[src/rtl/gmcp_pkg.sv]
`default_nettype none
package gmcp_pkg;
  localparam int GRID_MAX_DEF = 128;
  localparam int CFG_W = 8;
  localparam int WGT_W = 4;
  localparam int COST_W = 12;

  typedef enum logic [3:0] {
    ST_LOAD,
    ST_CLEAR,
    ST_START,
    ST_POP,
    ST_POPW,
    ST_RD,
    ST_RDW,
    ST_UPD,
    ST_FIN,
    ST_FINW,
    ST_OUT
  } gmcp_state_t;

  // controller -> datapath
  typedef struct packed {
    logic load_wr;
    logic clr_start;
    logic clr_step;
    logic seed;
    logic pop_rd;
    logic pop_take;
    logic nb_rd;
    logic nb_upd;
    logic fin_rd;
    logic fin_take;
    logic run_done;
  } gmcp_cmd_t;

  // datapath -> controller
  typedef struct packed {
    logic clr_last;
    logic q_empty;
    logic rc_busy;
    logic nb_valid;
    logic nb_last;
  } gmcp_sts_t;
endpackage
`default_nettype wire

[src/rtl/gmcp_ctrl.sv]
`default_nettype none
module gmcp_ctrl
  import gmcp_pkg::*;
(
  input  wire logic      clk,
  input  wire logic      rst_n,
  input  wire logic      in_valid,
  input  wire logic      in_last_cell,
  input  wire logic      out_stall,
  input  wire gmcp_sts_t sts,
  output logic           in_stall,
  output logic           out_valid,
  output logic           cfg_ready,
  output gmcp_cmd_t      cmd
);
  gmcp_state_t state_r, state_nxt;

  always_ff @(posedge clk) begin
    if (!rst_n) state_r <= ST_LOAD;
    else        state_r <= state_nxt;
  end

  // next state and commands
  always_comb begin
    state_nxt = state_r;
    cmd       = '0;
    in_stall  = 1'b1;
    out_valid = 1'b0;
    cfg_ready = 1'b0;
    case (state_r)
      ST_LOAD: begin
        in_stall  = 1'b0;
        cfg_ready = 1'b1;
        if (in_valid) begin
          cmd.load_wr = 1'b1;
          if (in_last_cell) begin
            cmd.clr_start = 1'b1;
            state_nxt = ST_CLEAR;
          end
        end
      end
      ST_CLEAR: begin
        cmd.clr_step = 1'b1;
        if (sts.clr_last) state_nxt = ST_START;
      end
      ST_START: begin
        cmd.seed = 1'b1;
        state_nxt = ST_POP;
      end
      ST_POP: begin
        if (sts.q_empty) state_nxt = ST_FIN;
        else begin
          cmd.pop_rd = 1'b1;
          state_nxt = ST_POPW;
        end
      end
      ST_POPW: begin
        cmd.pop_take = 1'b1;
        state_nxt = ST_RD;
      end
      ST_RD: begin
        // wait for row/col, then read an in-grid neighbor or skip an edge side
        if (sts.rc_busy) state_nxt = ST_RD;
        else if (sts.nb_valid) begin
          cmd.nb_rd = 1'b1;
          state_nxt = ST_RDW;
        end else if (sts.nb_last) state_nxt = ST_POP;
        else cmd.nb_upd = 1'b1;
      end
      ST_RDW: state_nxt = ST_UPD;
      ST_UPD: begin
        cmd.nb_upd = 1'b1;
        state_nxt = sts.nb_last ? ST_POP : ST_RD;
      end
      ST_FIN: begin
        cmd.fin_rd = 1'b1;
        state_nxt = ST_FINW;
      end
      ST_FINW: begin
        cmd.fin_take = 1'b1;
        state_nxt = ST_OUT;
      end
      ST_OUT: begin
        out_valid = 1'b1;
        if (!out_stall) begin
          cmd.run_done = 1'b1;
          state_nxt = ST_LOAD;
        end
      end
      default: state_nxt = ST_LOAD;
    endcase
  end

  a_out_only_out: assert property (@(posedge clk) disable iff (!rst_n)
    out_valid |-> state_r == ST_OUT) else $error("out_valid outside output state");
  a_no_in_busy: assert property (@(posedge clk) disable iff (!rst_n)
    !in_stall |-> !out_valid) else $error("input open while result pending");
  a_load_after_done: assert property (@(posedge clk) disable iff (!rst_n)
    cmd.run_done |=> state_r == ST_LOAD) else $error("no return to load");
endmodule
`default_nettype wire

[config.mk]
export PLATFORM = sky130hd
export DESIGN_NAME = gmcp_ctrl
export DESIGN_NICKNAME = d
export VERILOG_FILES = /design/src/rtl/gmcp_pkg.sv /design/src/rtl/gmcp_ctrl.sv
export SDC_FILE = /design/constraint.sdc
export NUM_CORES = 1
export LEC_CHECK = 0
export BUFFER_PORTS_ARGS = -buffer_cell sky130_fd_sc_hd__buf_2
export CORE_MARGIN = 5
export CORE_UTILIZATION = 25
export CTS_CLUSTER_SIZE = 10
export DETAILED_ROUTE_END_ITERATION = 8
export PLACE_DENSITY = 0.49
export SLEW_MARGIN = 25
export SYNTH_ARGS = -nofsm -noshare
export SYNTH_HDL_FRONTEND = slang
export SYNTH_SLANG_ARGS = --single-unit
[constraint.sdc]
create_clock -name clk -period 1.6 [get_ports clk]
set_input_delay 0.32 -clock clk [delete_from_list [all_inputs] [get_ports clk]]
set_output_delay 0.32 -clock clk [all_outputs]
set_load 0.05 [all_outputs]
# ---- Word-level counts from Yosys, hierarchy flattened
# Cells that the tools add are included.
# Widths: inputs -> output; s select.
dict set report classes {
  n_addsub 0
  mul 0
  div_mod_pow 0
  n_lt_le_gt_ge 0
  n_eq_ne 15
  n_shift 0
  mux 31
  bitwise_logic 0
  reduce_logical 2
}
# op n
set ops {}
lappend ops {{$pmux 4 s11} 1}
lappend ops {{$mux 4} 8}
lappend ops {{$mux 1} 17}
lappend ops {{$eq 4x3->1 const B} 4}
lappend ops {{$eq 4x4->1 const B} 3}
lappend ops {{$eq 4x2->1 const B} 2}
lappend ops {{$ne 2x2->1 const B} 4}
lappend ops {{$mux 2} 3}
lappend ops {{$reduce_and 5->1} 1}
lappend ops {{$eq 4x1->1 const B} 1}
lappend ops {{$logic_not 4->1} 1}
lappend ops {{$ne 4x4->1 const B} 1}
lappend ops {{$mux 3} 1}
lappend ops {{$pmux 1 s2} 1}
dict set report word_totals {
  register_bits 4
  latch_bits 0
  ram_bits 0
  rom_bits 0
  inputBits 10
  elab_cells 49
  n_memories 0
}

# ---- Logic depth before layout (Yosys ltp)
dict set report logic_depth {
  ltp_word 4
  depth_mapped 5
  mapped_depth_nobuf 4
}

# ---- Least setup slack after synthesis
# Ideal clock, no wire load.
dict set report synth_path {
  path_kind {register -> output}
  from {reg state_r[1]}
  to {out cmd[9] (netlist name)}
  arrival_time_ps 2163
  setup_slack_ps -883
  path_stages_with_launch 4
  n_path_buf 0
  path_cell_list {dfxtp_1 > nor4_4 > inv_2 > nor2_1}
}
# element line_no
set synth_rtl {}
lappend synth_rtl {{start: declaration} gmcp_ctrl.sv:16} ;# gmcp_state_t state_r, state_nxt;
lappend synth_rtl {{start signal: assignment} gmcp_ctrl.sv:20} ;# else state_r <= state_nxt;
lappend synth_rtl {{end: declaration} gmcp_ctrl.sv:14} ;# output gmcp_cmd_t cmd

==> impl_metrics.yaml <==
global_routing:
  grt_max_degree: 13
  grt_use_total: 0.112
  grt_pass1_wl_mm: 2.28
  grt.overflow.total: 0
  antenna_found_initial: 0
  grt_pass1_vias: 529
yosys:
  yosysSeqAreaShare: 0.196
  ys.flop_type: "dfxtp_1"
  yosys.area.top_type: "dfxtp_1"
  synth.distinct_cells: 28
  syn_inst: 58
  ys_async_sr_fraction: 0
  syn_area_sq_um: 408
  synth_most_common_cell: "nor3_1"
  synth_edf_count: 0
  syn_nets: 68
  synth_commonest_cells: "9 x nor3_1, 5 x nand2_1, 5 x nor2_1"
  synth.avg_cell_area_sq_um: 7.03
  synth-seq-cells: 4
  netlist_top_cells_area: "dfxtp_1 20%, nor3_1 11%, nand2b_1 6.1%"
  synth_top_area_frac: 0.196
  yosysWarnings: 0
outcome:
  status: "finished, violations left"
  violations: "setup timing"
clocking:
  numCtsBuffers: 3
  h-tree-depth: 1
  hold_buffers: 0
  cts_num_sinks: 4
  tritoncts: "done"
  clockBufferDepth: 2
  path_clk_slew_ns: 0.03
  clkLatencyLatePin_ns: 0.23
  cts_root_buffer: "clkbuf_4"
setup_path:
  crit_arrival_ns: 1.32
  worst-setup-path-type: "reg -> out"
  start_kind: "flop"
  cp-startpoint: "state_r[1]"
  crit_chain: "nor4_4 > buf_4 > inv_4 > nor2_4 > buf_8"
  crit_required_ns: 1.28
  crit_slowest_cell: "dfxtp_4"
  critPathMaxFanout: 4
  cp_num_buf_inv: 3
  slowest_delay_ns: 0.36
  path_delay_family: "simple AND/OR/NAND/NOR gates"
  cp-end-kind: "primary output"
  r2r-start: "state_r[2]"
detailed_routing:
  vias_per_cell: 5.10
  vias: 571
  avgRoutedWirePerCell_um: 13.5
  dr.first_iter.drc_count: 9
  drc: 0
  wirelength_mm: 1.51
  antenna_left: 0
  dr.pass1.iters: 4
floorplan:
  die_x_um: 50.4
  die_h_um: 50.4
  design.die.area_sq_um: 2540
  num_rows: 14
  initial_core_util: 0.268
  ios: 24
  core_area_sq_um: 1520
final_layout:
  nFillCells: 148
  drive_gt1_frac: 0.646
  nets: 108
  area_growth_pct: 108
  n_antenna_cell: 0
  largest_register: "state_r"
  top_regs: "state_r (4)"
  largest_register_ffs: 4
sta:
  hold_violations: 0
  rsz0062_at_grt: "yes"
  finalCritPeriodShare: 1.03
  post-route-min-period_ns: 1.64
  setup_violations: 4
  fmax_ghz: 0.609
  setup_ws_ns: -0.0420
  hold_slack_ns: 0.372
  relSlewSlack: 0.787
  worstMarginPinSlew_ns: 0.320
  clock_skew_ns: 0.000706
  slew_violations: 0
power:
  power.clock.fraction: 0.164
  power_switching_w: 0.000322
  combPwrFrac: 0.655
  cell_internal_pwr_w: 0.000400
  power_density_nw_per_um2: 851
  p_seq_frac: 0.181
  irDropWorstVdd_uv: 554
  switching_share: 0.446
  power.total_w: 0.000723
  p_leak_nw: 0.397
run:
  cap_violations: 0
hold_path:
  min_from: "rst_n"
  hold_path.class: "in -> reg"
place:
  portBuffers: 23
  hpwl_mm: 1.08
  routabilityCongestion: 0.799
-- layout make-up --
class                      count  area, sq um  area share
sequential                     4         92.6       0.109
multi-input combinational     46          373       0.439
inverter                       4         17.5      0.0206
tap                           16         20.0      0.0236
clock buffer                   3         22.5      0.0265
timing repair buffer          39          324       0.381
-- through the flow --
step | util | worst slack [ns] | TNS, ns | instances | cell area (sq um)
CTS | 0.496 | -0.0342 | -0.112 | 108 | 756
global placement | 0.415 | 0.0658 | 0 | 101 | 632
finish | 0.557 | -0.0420 | -0.0982 | 112 | 850
detailed placement | 0.415 | 0.0644 | 0 | 101 | 632
floorplan | - | -0.495 | -2.81 | 58 | 450
global route | 0.557 | -0.123 | -0.567 | 112 | 850
-- path summary, 6_finish.rpt --
kind                     end  slack, ns  cells past startpoint
setup / recovery      cmd[9]      -0.04                      5
hold / removal    state_r[1]       0.37                      2
setup reg to reg  state_r[1]       0.16                      5
hold reg to reg   state_r[2]       0.46                      1
-- power groups by stage --
stage | clock network [W] | registers [W] | logic (W)
2_1_floorplan | 0 | 0.000124 | 0.000263
3_3_place_gp | 0 | 0.000133 | 0.000360
3_5_place_dp | 0 | 0.000133 | 0.000358
4_1_cts | 0.000126 | 0.000131 | 0.000425
5_1_grt | 0.000134 | 0.000132 | 0.000499
6_report | 0.000119 | 0.000131 | 0.000473
-- placed cells by master (no fill, tap or decap), types with 3 or more instances in the layout --
cell type / instances
nor2_1: 3
nor3_2: 3
buf_4: 12
clkbuf_4: 3
nand2_1: 3
buf_2: 12
buf_6: 12
nor3_1: 3
dfxtp_4: 3
nor3_4: 3
-- metal layers --
layer	up-vias	routed length (um)	GRT usage
met5	-	0	0
met4	0	0	0.0553
met3	0	62	0.0237
met2	11	826	0.180
met1	271	622	0.140
li1	289	-	-
-- cells by family after synthesis --
group,after synthesis,share of synthesized area
flops,4,0.196
simple gates,30,0.420
buf+inv,8,0.0859
compound gates,16,0.298
-- timing repair --
action                                  CTS  global route
gates cloned                              0             1
gates resized for setup                  26            18
pin swaps                                 1             4
buffers inserted                          4             3
endpoints found under the setup margin   14            13
No activity file was read; power rests on OpenSTA's default activity.
